===== src/rtl/l3sf_pkg.sv =====
`default_nettype none

package l3sf_pkg;

   // Command codes on the request channel
   localparam logic CMD_START = 1'b0;
   localparam logic CMD_BIT   = 1'b1;

   // Side-info block type that selects short windows
   localparam logic [1:0] BLOCK_TYPE_SHORT = 2'd2;

   localparam logic [4:0] LONG_BANDS       = 5'd21;
   localparam logic [4:0] MIXED_LONG_BANDS = 5'd8;
   localparam logic [4:0] MIXED_SHORT_BASE = 5'd5;
   localparam logic [4:0] SHORT_PAD_BAND   = 5'd12;
   localparam logic [4:0] LONG_SLEN2_START = 5'd11;
   localparam logic [4:0] SHORT_SLEN2_START = 5'd6;
   localparam logic [1:0] LAST_WINDOW      = 2'd2;

   // First band past each scfsi group: 6, 11, 16, 21
   localparam logic [4:0] GROUP1_START = 5'd6;
   localparam logic [4:0] GROUP2_START = 5'd11;
   localparam logic [4:0] GROUP3_START = 5'd16;

   localparam int STORE_DEPTH = 42;
   localparam int STORE_AW    = 6;

   // slen1 / slen2 by compress index
   localparam logic [2:0] SLEN_FIRST [16] = '{
      3'd0, 3'd0, 3'd0, 3'd0, 3'd3, 3'd1, 3'd1, 3'd1,
      3'd2, 3'd2, 3'd2, 3'd3, 3'd3, 3'd3, 3'd4, 3'd4
   };
   localparam logic [2:0] SLEN_SECOND [16] = '{
      3'd0, 3'd1, 3'd2, 3'd3, 3'd0, 3'd1, 3'd2, 3'd3,
      3'd1, 3'd2, 3'd3, 3'd1, 3'd2, 3'd3, 3'd2, 3'd3
   };

   typedef enum logic [1:0] {
      MODE_IDLE,
      MODE_LONG,
      MODE_SHORT,
      MODE_MIXED
   } mode_type;

   typedef enum logic [1:0] {
      ST_IDLE,   // no granule open
      ST_BITS,   // shifting in bits of the current factor
      ST_NEXT,   // look at the next slot
      ST_COPY    // store read in flight for a copied factor
   } state_type;

   // Description of the slot at the current band/window position
   typedef struct packed {
      logic [2:0] width;
      logic       copy;
      logic       pad;
      logic       is_short;
      logic [4:0] band;
      logic [1:0] window;
      logic       last;
   } slot_type;

endpackage : l3sf_pkg

`default_nettype wire


===== src/rtl/layer3_scalefactor_unpacker.sv =====
`default_nettype none

// Channel   Direction  Handshake             Payload
// req_      in         req_valid/req_stall   command, data bit, side info of a granule
// rsp_      out        rsp_valid/rsp_stall   factor value, band, window, flags, bit count
//
// Main-data bits enter one per cycle while a factor is being shifted in, unless
// the response side stalls; the 4-bit shift register and its bit counter set that pace.
// Each zero-width or padded factor, and each slot that opens a new bit field,
// passes through ST_NEXT; a copied factor also waits in ST_COPY (registered store read).
// The request side is stalled in ST_NEXT and ST_COPY, and whenever a finished
// transaction sits in the response register and is itself stalled.
// Synchronous reset clears control only; the granule-0 store is undefined
// until written.

module layer3_scalefactor_unpacker (
   input  wire logic       clock,
   input  wire logic       reset,

   input  wire logic       req_valid,
   output var  logic       req_stall,
   input  wire logic       req_command,
   input  wire logic       req_data_bit,
   input  wire logic       req_granule,
   input  wire logic       req_channel,
   input  wire logic [1:0] req_block_type,
   input  wire logic       req_window_switch,
   input  wire logic       req_mixed_flag,
   input  wire logic [3:0] req_compress_index,
   input  wire logic [3:0] req_reuse_groups,

   output var  logic       rsp_valid,
   input  wire logic       rsp_stall,
   output var  logic [3:0] rsp_factor_value,
   output var  logic [4:0] rsp_band,
   output var  logic [1:0] rsp_window,
   output var  logic       rsp_is_short,
   output var  logic       rsp_last,
   output var  logic [6:0] rsp_part2_bits
);
   import l3sf_pkg::*;

   // Control state
   state_type  state_ff, state_in;
   mode_type   mode_ff, mode_in;
   logic [4:0] band_ff, band_in;
   logic [1:0] window_ff, window_in;
   logic [3:0] shift_ff, shift_in;
   logic [2:0] left_ff, left_in;
   logic [6:0] consumed_ff, consumed_in;

   // Latched side info (only what the slot walk needs)
   logic       granule_ff, granule_in;
   logic       channel_ff, channel_in;
   logic [3:0] compress_ff, compress_in;
   logic [3:0] reuse_ff, reuse_in;

   // Response register
   logic       rsp_valid_ff, rsp_valid_in;
   logic [3:0] value_ff, value_in;
   logic [4:0] band_out_ff, band_out_in;
   logic [1:0] window_out_ff, window_out_in;
   logic       short_out_ff, short_out_in;
   logic       last_out_ff, last_out_in;
   logic [6:0] part2_ff, part2_in;

   // Granule-0 long-band store
   logic [3:0] store_mem [STORE_DEPTH];
   logic [3:0] store_rd_ff;
   logic       store_wr_en;
   logic       store_rd_en;
   logic [STORE_AW-1:0] store_addr;

   slot_type   slot;
   logic       out_free;
   logic       req_take;
   logic       emit;
   logic [3:0] emit_value;
   logic [4:0] band_adv;
   logic [1:0] window_adv;
   logic [2:0] window_inc;

   l3sf_slot u_slot (
      .mode         (mode_ff),
      .band_index   (band_ff),
      .window_index (window_ff),
      .granule      (granule_ff),
      .compress     (compress_ff),
      .reuse        (reuse_ff),
      .slot         (slot)
   );

   assign out_free  = !rsp_valid_ff || !rsp_stall;
   assign req_stall = (state_ff == ST_NEXT) || (state_ff == ST_COPY) || !out_free;
   assign req_take  = req_valid && !req_stall;

   // Position after the current slot
   always_comb begin
      window_inc = {1'b0, window_ff} + 3'd1;
      if (slot.is_short) begin
         if (window_inc >= 3'd3) begin
            window_adv = '0;
            band_adv   = band_ff + 5'd1;
         end else begin
            window_adv = window_inc[1:0];
            band_adv   = band_ff;
         end
      end else begin
         window_adv = '0;
         band_adv   = band_ff + 5'd1;
      end
   end

   // Store address: channel * 21 + band, same for write and read
   assign store_addr = channel_ff ? STORE_AW'({1'b0, LONG_BANDS} + {1'b0, slot.band})
                                  : STORE_AW'(slot.band);

   always_comb begin
      state_in    = state_ff;
      mode_in     = mode_ff;
      band_in     = band_ff;
      window_in   = window_ff;
      shift_in    = shift_ff;
      left_in     = left_ff;
      consumed_in = consumed_ff;
      granule_in  = granule_ff;
      channel_in  = channel_ff;
      compress_in = compress_ff;
      reuse_in    = reuse_ff;
      emit        = 1'b0;
      emit_value  = '0;
      store_rd_en = 1'b0;

      unique case (state_ff) inside
         ST_IDLE, ST_BITS: begin
            if (req_take) begin
               if (req_command == CMD_START) begin
                  granule_in  = req_granule;
                  channel_in  = req_channel;
                  compress_in = req_compress_index;
                  reuse_in    = req_reuse_groups;
                  if (req_block_type == BLOCK_TYPE_SHORT && req_window_switch) begin
                     mode_in = req_mixed_flag ? MODE_MIXED : MODE_SHORT;
                  end else begin
                     mode_in = MODE_LONG;
                  end
                  band_in     = '0;
                  window_in   = '0;
                  shift_in    = '0;
                  left_in     = '0;
                  consumed_in = '0;
                  state_in    = ST_NEXT;
               end else if (state_ff == ST_BITS) begin
                  // Bits arriving with no granule open are dropped
                  shift_in    = {shift_ff[2:0], req_data_bit};
                  consumed_in = consumed_ff + 7'd1;
                  left_in     = left_ff - 3'd1;
                  if (left_ff == 3'd1) begin
                     emit       = 1'b1;
                     emit_value = shift_in;
                     shift_in   = '0;
                     band_in    = band_adv;
                     window_in  = window_adv;
                     state_in   = ST_NEXT;
                  end
               end
            end
         end
         ST_NEXT: begin
            if (out_free) begin
               if (slot.pad || (!slot.copy && slot.width == 3'd0)) begin
                  emit       = 1'b1;
                  emit_value = '0;
                  if (slot.last) begin
                     mode_in  = MODE_IDLE;
                     state_in = ST_IDLE;
                  end else begin
                     band_in   = band_adv;
                     window_in = window_adv;
                  end
               end else if (slot.copy) begin
                  store_rd_en = 1'b1;
                  state_in    = ST_COPY;
               end else begin
                  left_in  = slot.width;
                  shift_in = '0;
                  state_in = ST_BITS;
               end
            end
         end
         ST_COPY: begin
            if (out_free) begin
               emit       = 1'b1;
               emit_value = store_rd_ff;
               band_in    = band_adv;
               window_in  = window_adv;
               state_in   = ST_NEXT;
            end
         end
         default: begin
            state_in = ST_IDLE;
         end
      endcase
   end

   // Granule-0 long factors are kept for scfsi copies in granule 1
   assign store_wr_en = emit && !granule_ff && !slot.is_short && (slot.band < LONG_BANDS);

   always_comb begin
      rsp_valid_in  = rsp_valid_ff && rsp_stall;
      value_in      = value_ff;
      band_out_in   = band_out_ff;
      window_out_in = window_out_ff;
      short_out_in  = short_out_ff;
      last_out_in   = last_out_ff;
      part2_in      = part2_ff;
      if (emit) begin
         rsp_valid_in  = 1'b1;
         value_in      = emit_value;
         band_out_in   = slot.band;
         window_out_in = slot.window;
         short_out_in  = slot.is_short;
         last_out_in   = slot.last;
         part2_in      = consumed_in;
      end
   end

   always_ff @(posedge clock) begin
      if (reset) begin
         state_ff     <= ST_IDLE;
         mode_ff      <= MODE_IDLE;
         band_ff      <= '0;
         window_ff    <= '0;
         shift_ff     <= '0;
         left_ff      <= '0;
         consumed_ff  <= '0;
         granule_ff   <= 1'b0;
         channel_ff   <= 1'b0;
         compress_ff  <= '0;
         reuse_ff     <= '0;
         rsp_valid_ff <= 1'b0;
      end else begin
         state_ff     <= state_in;
         mode_ff      <= mode_in;
         band_ff      <= band_in;
         window_ff    <= window_in;
         shift_ff     <= shift_in;
         left_ff      <= left_in;
         consumed_ff  <= consumed_in;
         granule_ff   <= granule_in;
         channel_ff   <= channel_in;
         compress_ff  <= compress_in;
         reuse_ff     <= reuse_in;
         rsp_valid_ff <= rsp_valid_in;
      end
   end

   always_ff @(posedge clock) begin
      value_ff      <= value_in;
      band_out_ff   <= band_out_in;
      window_out_ff <= window_out_in;
      short_out_ff  <= short_out_in;
      last_out_ff   <= last_out_in;
      part2_ff      <= part2_in;
   end

   always_ff @(posedge clock) begin
      if (store_wr_en) begin
         store_mem[store_addr] <= emit_value;
      end
      if (store_rd_en) begin
         store_rd_ff <= store_mem[store_addr];
      end
   end

   assign rsp_valid        = rsp_valid_ff;
   assign rsp_factor_value = value_ff;
   assign rsp_band         = band_out_ff;
   assign rsp_window       = window_out_ff;
   assign rsp_is_short     = short_out_ff;
   assign rsp_last         = last_out_ff;
   assign rsp_part2_bits   = part2_ff;

endmodule : layer3_scalefactor_unpacker

`default_nettype wire


===== src/rtl/l3sf_slot.sv =====
`default_nettype none

module l3sf_slot (
   input  var l3sf_pkg::mode_type mode,
   input  wire logic [4:0]        band_index,
   input  wire logic [1:0]        window_index,
   input  wire logic              granule,
   input  wire logic [3:0]        compress,
   input  wire logic [3:0]        reuse,
   output var l3sf_pkg::slot_type slot
);
   import l3sf_pkg::*;

   logic [2:0] slen1;
   logic [2:0] slen2;
   logic       long_side;
   logic [4:0] sfb;
   logic [1:0] group_sel;

   assign slen1 = SLEN_FIRST[compress];
   assign slen2 = SLEN_SECOND[compress];
   assign long_side = (mode == MODE_LONG) ||
                      ((mode == MODE_MIXED) && (band_index < MIXED_LONG_BANDS));

   always_comb begin
      if (band_index < GROUP1_START) begin
         group_sel = 2'd0;
      end else if (band_index < GROUP2_START) begin
         group_sel = 2'd1;
      end else if (band_index < GROUP3_START) begin
         group_sel = 2'd2;
      end else begin
         group_sel = 2'd3;
      end
   end

   always_comb begin
      sfb = (mode == MODE_MIXED) ? band_index - MIXED_SHORT_BASE : band_index;
      if (sfb > SHORT_PAD_BAND) begin
         sfb = SHORT_PAD_BAND;
      end
   end

   always_comb begin
      slot = '0;
      if (long_side) begin
         slot.band = band_index;
         if (mode == MODE_MIXED) begin
            slot.width = slen1;
         end else if (band_index >= LONG_BANDS) begin
            slot.pad  = 1'b1;
            slot.last = 1'b1;
            slot.band = LONG_BANDS;
         end else begin
            slot.width = (band_index < LONG_SLEN2_START) ? slen1 : slen2;
            slot.copy  = granule && reuse[group_sel];
         end
      end else begin
         slot.is_short = 1'b1;
         slot.band     = sfb;
         slot.window   = window_index;
         if (sfb >= SHORT_PAD_BAND) begin
            slot.pad  = 1'b1;
            slot.last = (window_index >= LAST_WINDOW);
         end else begin
            slot.width = (sfb < SHORT_SLEN2_START) ? slen1 : slen2;
         end
      end
   end

endmodule : l3sf_slot

`default_nettype wire


===== config.mk =====
export PLATFORM = sky130hd
export DESIGN_NAME = layer3_scalefactor_unpacker
export DESIGN_NICKNAME = d
export VERILOG_FILES = /design/src/rtl/l3sf_pkg.sv /design/src/rtl/layer3_scalefactor_unpacker.sv /design/src/rtl/l3sf_slot.sv
export SDC_FILE = /design/constraint.sdc
export NUM_CORES = 1
export LEC_CHECK = 0
export BUFFER_PORTS_ARGS = -buffer_cell sky130_fd_sc_hd__buf_2
export CORE_UTILIZATION = 60
export DETAILED_ROUTE_END_ITERATION = 10
export HOLD_SLACK_MARGIN = 0.15
export PLACE_DENSITY = 0.78
export SETUP_SLACK_MARGIN = 0.02
export SYNTH_ARGS = -nofsm -noshare
export SYNTH_HDL_FRONTEND = slang
export SYNTH_HIERARCHICAL = 1
export SYNTH_SLANG_ARGS = --single-unit

===== constraint.sdc =====
create_clock -name clock -period 5.5 [get_ports clock]
set_input_delay 0.55 -clock clock [delete_from_list [all_inputs] [get_ports clock]]
set_output_delay 0.55 -clock clock [all_outputs]
set_load 0.05 [all_outputs]

==> results by group, run 1 <==
Finish
  – Final core occ: 0.6901
  – Post-route cell area: between 10000 and 15000 sq um
  – ANT cells: 0
  – Final Non-Filler Cells: 1121
  – Layout cells sized above 1: 0.1354
  – Commonest non-fill, non-tap cell in the layout: edfxtp_1
  – Layout area overhead: 11.59%
  – Nets: 914
  – Commonest non-fill, non-tap cells in the layout: edfxtp_1, nor2_1, nand2_1, a21oi_1, buf_2

Critical path
  – Worst path depth: 13
  – CP max stage cell: dfxtp_1
  – RR Endpoint: store_rd_ff[1]$_DFFE_PP_
  – Critical path arrival: a little over 5000 ps
  – Largest delay share family, worst path: compound AO/OA/AOI/OAI gates
  – CP Cell Sequence: inv_1, ha_1, and4b_1, a211o_1, a22o_4, o211ai_1, buf_4, nor2_1, a32o_1, a22o_1, a221oi_1, a31oi_1, or4b_1
  – Critical Path Source: band_ff[1]$_SDFFE_PP0P_
  – Bufs and invs on worst path: 2
  – Crit. End Element: flop
  – Reg2reg start: band_ff[1]$_SDFFE_PP0P_
  – Slowest stage delay, CP: between 600 and 700 ps
  – Critical Path Fanout Max: between 50 and 60
  – Worst setup path endpoint: store_rd_ff[1]$_DFFE_PP_
  – Setup slack, reg-to-reg: 590 ps
  – WP data required: between 5000 and 6000 ps
  – Worst setup SP type: flop
  – R2R cell count: 13
  – Critical path class: flop to flop

Global route
  – Initial antenna violation count: 0
  – Overall Global Routing Usage: 0.3155
  – Met3 GRT Util: 0.05556
  – Largest net degree at the start of global routing: 58
  – Vias in the first global route: 7248
  – First-pass GRT wire length: 42170 um
  – Overflow after GRT: 0
  – M2 GR Usage: 0.5111
  – Most used routing layer: met2
  – Grt met1 use: 0.4130

Power and ir drop
  – Sw Ratio: 0.2421
  – Share of total power in combinational logic: 0.092
  – Pwr dens: approximately 340 nW/um^2
  – Psw: about 940 uW
  – Clock Power Share: 0.420
  – Internal power: 2.955 mW
  – Sequential share of power: 0.488
  – Lkg Pwr: 3.886 nW
  – Total power: roughly 3.9 mW
  – Max rail drop VDD: 0.3398 mV

Synth
  – Synthesized cell area: between 10000 and 15000 sq um
  – Syn nets: 876
  – Synth Instances: roughly 850
  – #FFs+latches synth: 227
  – Post-synthesis sequential area ratio: 0.6260
  – Library cells used by synthesis: 81
  – Ys async rst share: 0
  – Post-synth EDFFs: 192
  – Post-synth top flop: edfxtp_1
  – Average size of a mapped cell: between 10 and 15 sq um
  – Yosys warns: 6

Routing
  – Routed Antenna Nets: 0
  – DRC: 0
  – Vias per inst: 6.698
  – Final WL: roughly 27000 um
  – Wire per inst: 24.46 um
  – Vias: 7508
  – Initial DRC count: around 950
  – Initial DRT Pass Iterations: 7

Clocking
  – Clk pin slew, worst setup/hold paths: 70 ps
  – CTS Buf Count: 23
  – Post-CTS Setup Bufs: 0
  – CTS tree: yes
  – H-tree levels: 1
  – Post-cts resize count: 0
  – Max Root-Sink Buffers: 3
  – Clock Tree Root: clkbuf_16
  – Clk_lat worst skew: roughly 530 ps
  – Sinks on Clock Net: 227
  – Hold buffers post-CTS: 0

Placement
  – Dpl hpwl: 18320 um
  – GPL Wtd Cong: 0.9759
  – Placed Area: ~11000 sq um
  – Placed Cells: 1079
  – Number of I/O port buffers: 41

Floorplan
  – Number of I/O pins: 42
  – Die Span Y: between 100 and 150 um
  – Initial Util: 0.6184
  – Floorplan core area: roughly 17000 sq um
  – # rows: 47
  – Die width: 133.2 um
  – Die ar.: 17740 sq um

STA
  – Endpoints failing setup: 0
  – RSZ-0062 raised after global routing: no
  – Post-Route Setup TNS: 0 ps
  – Slew headroom: 0.2787
  – Pins Over Slew Limit: 0
  – Final min period: 4909 ps
  – Final Skew: about 17 ps
  – Hold Fails Final Rpt: 0
  – Fmax: 203.7 MHz
  – Worst Max-Slew Pin Slew: 1079 ps
  – Final Cycle Share: 0.8926

Flow run
  – Max_cap viols: 0

Status
  – Status: finished, final reports clean

Min path
  – Hold WC Path Type: input port to flop
==> layer usage <==
| metal | share of wire | up-vias |
|---|---|---|
| met5 | 0 | - |
| met4 | 0.052 | 0 |
| met3 | 0.091 | 90 |
| met2 | 0.47 | 488 |
| met1 | 0.38 | 3602 |
| li1 | - | 3328 |
==> metrics by stage <==
step,setup WS (ps),hold slack (ps)
3_5_place_dp,713.7,452.4
3_3_place_gp,810.5,446.1
5_1_grt,244.4,273.6
2_1_floorplan,1392,431.6
4_1_cts,666.4,265.0
6_report,590.5,283.5
==> power groups by stage <==
stage | sequential (mW) | clock, mW | combinational (mW)
floorplan | 1.98 | 0 | 0.209
finish | 1.90 | 1.64 | 0.358
global route | 1.91 | 1.71 | 0.381
global placement | 1.94 | 0 | 0.341
detailed placement | 1.94 | 0 | 0.350
CTS | 1.90 | 1.65 | 0.353
==> flip-flops by register name (all words and copies together) (netlist names) <==
signal / flops
store_mem: 168
consumed_ff: 7
rsp_part2_bits: 7
band_ff: 5
rsp_band: 5
compress_ff: 4
reuse_ff: 4
rsp_factor_value: 4
store_rd_ff: 4
left_ff: 3
shift_ff: 3
mode_ff: 2
rsp_window: 2
state_ff: 2
window_ff: 2
channel_ff: 1
granule_ff: 1
rsp_is_short: 1
rsp_last: 1
rsp_valid: 1
==> synthesized netlist by cell type (3+ instances only) <==
cell	instances	area share
buf_6	3	0.0033
xor2_1	7	0.0059
and3_1	3	0.0018
dfxtp_1	35	0.068
or2_2	3	0.0018
a22o_1	11	0.0093
buf_4	4	0.0029
nor3b_1	3	0.0022
inv_1	12	0.0044
a21oi_1	50	0.024
o21ai_0	23	0.011
nor2b_1	12	0.0073
a222oi_1	14	0.014
o32ai_1	4	0.0034
nor3_1	12	0.0058
nand3_1	19	0.0092
a31oi_1	17	0.010
buf_2	16	0.0078
mux4_2	5	0.011
nor4_1	3	0.0018
a221oi_1	15	0.013
a21o_1	3	0.0022
a221o_1	6	0.0058
o22ai_1	8	0.0048
nand4_1	4	0.0024
nand2_1	93	0.034
ha_1	10	0.012
nor2_1	103	0.037
nand3b_1	7	0.0051
xnor2_1	6	0.0051
nand2b_1	11	0.0067
edfxtp_1	192	0.56
and2_1	8	0.0048
a22oi_1	12	0.0087
mux2i_1	24	0.023
clkbuf_1	17	0.0062
a211oi_1	11	0.0080
==> worst min-delay path by stage <==
stage	start	end	slack (ps)	cells after the start
final	req_reuse_groups[0]	reuse_ff[0]$_SDFFE_PP0P_	280	3
after CTS	req_reuse_groups[0]	reuse_ff[0]$_SDFFE_PP0P_	260	3
after floorplan	shift_ff[2]$_SDFFE_PP0P_	shift_ff[2]$_SDFFE_PP0P_	430	2
after detailed placement	reuse_ff[2]$_SDFFE_PP0P_	reuse_ff[2]$_SDFFE_PP0P_	450	2
after global placement	reuse_ff[2]$_SDFFE_PP0P_	reuse_ff[2]$_SDFFE_PP0P_	450	2
after global routing	req_reuse_groups[0]	reuse_ff[0]$_SDFFE_PP0P_	270	3
==> kinds of logic (layout without fill, tap and decap cells) <==
family          Yosys count  count (layout)  synth area share
simple gates            298             298            0.1340
xor+xnor                 16              16           0.01684
flops                   227             227            0.6260
fa+ha+maj                10              10           0.01211
compound gates          211             211            0.1506
mux                      30              30           0.03525
buf+inv                  54             109           0.02520
==> worst reg2reg max path, cell delays in order, from the launching register on <==
cell and delay [ps]:
dfxtp_1 610, inv_1 130, ha_1 270, and4b_1 210
a211o_1 300, a22o_4 300, o211ai_1 240, buf_4 590
nor2_1 200, a32o_1 550, a22o_1 350, a221oi_1 240
a31oi_1 190, or4b_1 480
==> final cells by class <==
| class | count | area [sq um] |
|---|---|---|
| Sequential cell | 227 | 6466 |
| Tap cell | 220 | 275.3 |
| Clock inverter | 10 | 120.1 |
| Timing Repair Buffer | 54 | 302.8 |
| Fill cell | 1195 | 5175 |
| Multi-Input combinational cell | 565 | 3631 |
| Clock buffer | 32 | 681.9 |
| Inverter | 13 | 48.80 |
Note: power is estimated with default switching activity, not from simulation.
==> run 2: changes to the inputs <==
--- a/config.mk
+++ b/config.mk
@@ -6,10 +6,10 @@
 export NUM_CORES = 1
 export LEC_CHECK = 0
 export BUFFER_PORTS_ARGS = -buffer_cell sky130_fd_sc_hd__buf_2
-export CORE_UTILIZATION = 60
+export CORE_UTILIZATION = 62
 export DETAILED_ROUTE_END_ITERATION = 10
 export HOLD_SLACK_MARGIN = 0.15
-export PLACE_DENSITY = 0.78
+export PLACE_DENSITY = 0.8
 export SETUP_SLACK_MARGIN = 0.02
 export SYNTH_ARGS = -nofsm -noshare
 export SYNTH_HDL_FRONTEND = slang
==> run 2 against run 1 <==
  * Count of clock-buffer cells in the layout is 3 lower
  * Clock skew grew 10 ps
  * Register-to-register slack improved by 20 ps
  * Critical path type unchanged
  * Cell count decreased by 0.36%
  * Final area down 0.47%
  * Via count rose by 1.1%
  * Critical endpoint is now store_rd_ff[2]$_DFFE_PP_
  * Highest routed layer unchanged
  * First-iteration DRC count rose by 15%
  * Sequential cell count is the same
  * Fmax is 0.46% higher
==> results by group, run 2 (synthesized netlist as in run 1, its figures left out) <==
STA
  – Endpoints failing setup: 0
  – Worst setup margin: 613.0 ps
  – Slew headroom: 0.2740
  – Final Cycle Share: 0.8885
  – Hold Fails Final Rpt: 0
  – Post-Route Setup TNS: 0 ps
  – Final min period: 4887 ps
  – Pins Over Slew Limit: 0
  – Final Skew: 27.70 ps
  – Worst Max-Slew Pin Slew: 1084 ps
  – Fmax: about 200 MHz
  – RSZ-0062 raised after global routing: no

Routing
  – Routed Antenna Nets: 0
  – Wire per inst: about 24 um
  – Vias: between 7000 and 8000
  – Final WL: between 20000 and 30000 um
  – Initial DRT Pass Iterations: 6
  – Initial DRC count: 1100
  – DRC: 0
  – Vias per inst: 6.797

Clocking
  – Hold buffers post-CTS: 0
  – Clock Tree Root: clkbuf_16
  – CTS tree: yes
  – Sinks on Clock Net: roughly 230
  – Max Root-Sink Buffers: 3
  – H-tree levels: 1
  – Clk pin slew, worst setup/hold paths: 70 ps
  – CTS Buf Count: 24
  – Post-CTS Setup Bufs: 0
  – Post-cts resize count: 0
  – Clk_lat worst skew: approximately 540 ps

Finish
  – Nets: 913
  – Top reg by flops: store_mem
  – Layout area overhead: 11.07%
  – Commonest non-fill, non-tap cells in the layout: edfxtp_1, nor2_1, nand2_1, a21oi_1, buf_2
  – ANT cells: 0
  – Layout cells sized above 1: 0.1321
  – Final core occ: 0.7144
  – Largest register FFs: 168
  – Commonest non-fill, non-tap cell in the layout: edfxtp_1

Critical path
  – Setup slack, reg-to-reg: approximately 600 ps
  – Critical Path Fanout Max: 57
  – RR Endpoint: store_rd_ff[2]$_DFFE_PP_
  – Reg2reg start: band_ff[0]$_SDFFE_PP0P_
  – Critical path class: flop to flop
  – Critical path arrival: 5170 ps
  – R2R cell count: 13
  – Worst setup SP type: flop
  – Crit. End Element: flop
  – WP data required: approximately 5800 ps

Global route
  – M2 GR Usage: 0.5154
  – Overflow after GRT: 0
  – Met3 GRT Util: 0.06981
  – Overall Global Routing Usage: 0.3215
  – Largest net degree at the start of global routing: 58
  – Most used routing layer: met2
  – First-pass GRT wire length: 40020 um
  – Initial antenna violation count: 0
  – Vias in the first global route: 7206
  – Grt met1 use: 0.4061

Min path
  – Hold depth: 3
  – Hold WC Path Type: input port to flop
  – Worst Hold Launch: req_compress_index[0]
  – Min-Delay Endpoint: compress_ff[0]$_SDFFE_PP0P_

Status
  – Status: finished, final reports clean

Power and ir drop
  – Pwr dens: around 330 nW/um^2
  – Lkg Pwr: 3.842 nW
  – Max rail drop VDD: 0.4012 mV

Placement
  – Number of I/O port buffers: 41
  – GPL Wtd Cong: approximately 0.94
  – Dpl ws: around 660 ps
  – Dpl hpwl: approximately 18000 um

Floorplan
  – Floorplan core area: 16060 sq um
  – Initial Util: 0.6432
  – Die width: 131.1 um
  – Die Span Y: 131.1 um
  – Die ar.: 17180 sq um
  – # rows: 46
  – Number of I/O pins: 42

Flow run
  – Max_cap viols: 0
[run 2: changes by cell type in the layout (fill, tap and decap cells not counted)]
| cell | previous run | this run |
|---|---|---|
| bufinv_16 | 2 | 1 |
| inv_4 | 1 | 0 |
| clkinv_4 | 3 | 2 |
| clkbuf_16 | 25 | 24 |
| clkinv_1 | 0 | 3 |
| clkinv_2 | 2 | 4 |
| clkinv_16 | 0 | 1 |
| clkbuf_8 | 3 | 1 |
| clkinvlp_4 | 0 | 4 |
| buf_4 | 13 | 11 |
| inv_6 | 2 | 0 |
[run 2: layout make-up]
| class | count | area (sq um) |
|---|---|---|
| multi-input combinational | 565 | 3631 |
| inverter | 13 | 48.80 |
| fill | 1096 | 4586 |
| clock buffer | 29 | 629.4 |
| timing repair buffer | 52 | 287.8 |
| sequential | 227 | 6466 |
| tap | 216 | 270.3 |
| clock inverter | 15 | 138.9 |
[run 2: where the power goes]
group,total (mW),internal [mW],switching [mW]
registers,1.90,1.88,0.0261
clock network,1.54,0.874,0.669
logic,0.352,0.107,0.244
[run 2: through the flow]
step | power [mW] | hold WS (ps) | instances | cell area [sq um]
3_5_place_dp | 2.283 | 455.3 | 1073 | 10700
4_1_cts | 3.807 | 255.0 | 1117 | 11470
5_1_grt | 3.904 | 265.9 | 1117 | 11470
2_1_floorplan | 2.192 | 431.6 | 846 | 10330
3_3_place_gp | 2.275 | 439.0 | 1073 | 10700
6_report | 3.798 | 261.3 | 1117 | 11470
[run 2: worst max-delay path, cell delays in order (launching register included)]
cell and delay, ps:
dfxtp_1 570, inv_1 110, ha_1 290, and4b_1 220
a211o_1 310, a22o_4 290, o211ai_1 260, buf_4 590
nor2_1 160, a32o_1 540, a221oi_1 410, and3_1 230
o22ai_1 90, or4_1 540
[run 2: routing by layer]
layer,up-vias,wire (um)
li1,3335,-
met2,583,12250
met3,120,3004
met4,0,1607
met5,-,0
met1,3554,9768
[run 2: how the worst max path moves through the flow]
stage | start | endpoint | depth (start not counted)
final | band_ff[0]$_SDFFE_PP0P_ | store_rd_ff[2]$_DFFE_PP_ | 13
after floorplan | band_ff[0]$_SDFFE_PP0P_ | store_rd_ff[0]$_DFFE_PP_ | 14
after CTS | band_ff[1]$_SDFFE_PP0P_ | store_rd_ff[2]$_DFFE_PP_ | 13
after global placement | band_ff[1]$_SDFFE_PP0P_ | store_rd_ff[0]$_DFFE_PP_ | 14
after detailed placement | band_ff[1]$_SDFFE_PP0P_ | store_rd_ff[2]$_DFFE_PP_ | 13
after global routing | band_ff[0]$_SDFFE_PP0P_ | store_rd_ff[2]$_DFFE_PP_ | 13
==> run 3: changes to the inputs <==
==> constraint.sdc (replaced) <==
create_clock -name clock -period 5.24 [get_ports clock]
set_input_delay 0.524 -clock clock [delete_from_list [all_inputs] [get_ports clock]]
set_output_delay 0.524 -clock clock [all_outputs]
set_load 0.05 [all_outputs]
==> run 3 against run 2 <==
  * Wire length is essentially flat
  * Sequential power grew 5%
  * Worst setup slack lost 320 ps
  * Hold slack lost 14 ps
  * Global-route usage shrank 0.32 points
  * Total power grew 3.5%
  * Final area shrank 0.27%
  * Critical path depth is the same
==> results by group, run 3 (synthesized netlist as in run 1, its figures left out) <==
Critical path
  – CP Cell Sequence: inv_1, ha_1, and4b_1, a211o_1, a22o_4, o211ai_1, buf_4, nor2_1, a32o_1, a222oi_1, and3_1, o22ai_1, or4_1
  – Critical Path Source: band_ff[1]$_SDFFE_PP0P_
  – WP data required: roughly 5500 ps
  – Largest delay share family, worst path: compound AO/OA/AOI/OAI gates
  – Reg2reg start: band_ff[1]$_SDFFE_PP0P_
  – Critical Path Fanout Max: 57
  – Critical path arrival: 5200 ps
  – Slowest stage delay, CP: 590 ps
  – Bufs and invs on worst path: 2
  – CP max stage cell: buf_4
  – Crit. End Element: flop
  – Worst setup SP type: flop
  – Critical path class: flop to flop

STA
  – Worst Max-Slew Pin Slew: 1248 ps
  – Pins Over Slew Limit: 0
  – Endpoints failing setup: 0
  – Final Skew: 20.75 ps
  – Post-Route Setup TNS: 0 ps
  – Final Cycle Share: 0.9450
  – Final min period: 4952 ps
  – RSZ-0062 raised after global routing: no
  – Slew headroom: 0.1679
  – Hold Fails Final Rpt: 0
  – Fmax: approximately 200 MHz

Clocking
  – Max Root-Sink Buffers: 3
  – CTS Buf Count: 23
  – Post-cts resize count: 0
  – Clk pin slew, worst setup/hold paths: around 60 ps
  – CTS tree: yes
  – Clock Tree Root: clkbuf_16
  – Hold buffers post-CTS: 0
  – Sinks on Clock Net: 227
  – H-tree levels: 1
  – Post-CTS Setup Bufs: 0
  – Clk_lat worst skew: 530 ps

Finish
  – ANT cells: 0
  – Layout cells sized above 1: 0.1299
  – Commonest non-fill, non-tap cells in the layout: edfxtp_1, nor2_1, nand2_1, a21oi_1, buf_2
  – Top reg by flops: store_mem
  – Layout area overhead: 10.77%
  – Commonest non-fill, non-tap cell in the layout: edfxtp_1
  – Largest register FFs: between 150 and 200
  – Nets: between 900 and 1000
  – Fillcell total: ~1100

Min path
  – Worst Hold Launch: req_compress_index[0]
  – Hold WC Path Type: input port to flop

Floorplan
  – Number of I/O pins: between 40 and 50
  – Die Span Y: around 130 um
  – Floorplan core area: around 16000 sq um
  – Die width: 131.1 um
  – Initial Util: 0.6432
  – # rows: 46
  – Die ar.: 17180 sq um

Global route
  – Vias in the first global route: 7132
  – Overflow after GRT: 0
  – Initial antenna violation count: 0
  – Overall Global Routing Usage: 0.3183
  – Largest net degree at the start of global routing: 58
  – First-pass GRT wire length: approximately 40000 um

Placement
  – GPL Wtd Cong: 0.9702
  – Dpl hpwl: 17660 um
  – Number of I/O port buffers: 41

Power and ir drop
  – Clock Power Share: 0.397
  – Lkg Pwr: 3.844 nW
  – Psw: 962.4 uW
  – Share of total power in combinational logic: 0.095
  – Pwr dens: approximately 340 nW/um^2
  – Max rail drop VDD: 0.2498 mV
  – Sw Ratio: 0.2448
  – Sequential share of power: 0.508
  – Total power: 3.932 mW
  – Internal power: 2.969 mW

Routing
  – Wire per inst: 23.82 um
  – Final WL: 26600 um
  – Vias: 7589
  – Routed Antenna Nets: 0
  – DRC: 0
  – Initial DRC count: 1090
  – Initial DRT Pass Iterations: 9
  – Vias per inst: 6.794

Status
  – Status: finished, final reports clean

Flow run
  – Max_cap viols: 0
==> run 3: cell count changes in the layout (fill, tap and decap cells not counted), sizes merged <==
cell,before,now
inv,13,14
clkinv,10,9
clkinvlp,4,2
buf,52,54
==> run 3: cell type report <==
cell class | instances | area (sq um) | share of cell area
Multi-Input combinational cell | 565 | 3642 | 0.3183
Clock inverter | 13 | 92.59 | 0.008093
Inverter | 13 | 48.80 | 0.004265
Tap cell | 216 | 270.3 | 0.02362
Sequential cell | 227 | 6466 | 0.5652
Clock buffer | 29 | 618.1 | 0.05402
Timing Repair Buffer | 54 | 302.8 | 0.02647
==> run 3: final timing paths <==
path / endpoint / slack [ps] / depth (start not counted)
worst max-delay path: store_rd_ff[2]$_DFFE_PP_ / 290 / 13
worst min-delay path: compress_ff[0]$_SDFFE_PP0P_ / 250 / 3
worst max register to register: store_rd_ff[2]$_DFFE_PP_ / 290 / 13
worst min register to register: reuse_ff[2]$_SDFFE_PP0P_ / 470 / 2
==> run 3: metal layers <==
layer,GRT usage,vias to the layer above,wire [um]
met2,0.5226,521,12660
met1,0.4037,3621,9918
met3,0.05560,111,2589
met5,0,-,0
met4,0.1778,0,1435
li1,-,3336,-
==> run 3: power groups by stage <==
stage                     registers [mW]  clock network (mW)  logic (mW)
final                               2.00                1.56       0.373
after global routing                2.00                1.64       0.399
after CTS                           2.00                1.56       0.365
after detailed placement            2.04                   0       0.363
after global placement              2.03                   0       0.355
after floorplan                     2.08                   0       0.219
==> run 3: tightest hold or removal path: cells and delay by family <==
family / cells / cell delay [ps]
AO/OA/AOI/OAI: 1 / 50
AND/OR/NAND/NOR: 1 / 50
buffers and inverters: 1 / 100
==> run 3: stage by stage <==
| stage | std cells | hold WS, ps | utilization | instance area [sq um] | setup slack, ps |
|---|---|---|---|---|---|
| detailed placement | 1075 | 456.0 | 0.6671 | 10710 | 348.8 |
| floorplan | 846 | 431.6 | - | 10330 | 1132 |
| finish | 1117 | 247.6 | 0.7125 | 11440 | 288.0 |
| global placement | 1075 | 438.9 | 0.6671 | 10710 | 500.3 |
| global route | 1117 | 262.5 | 0.7125 | 11440 | 48.23 |
| CTS | 1117 | 246.5 | 0.7113 | 11420 | 304.2 |
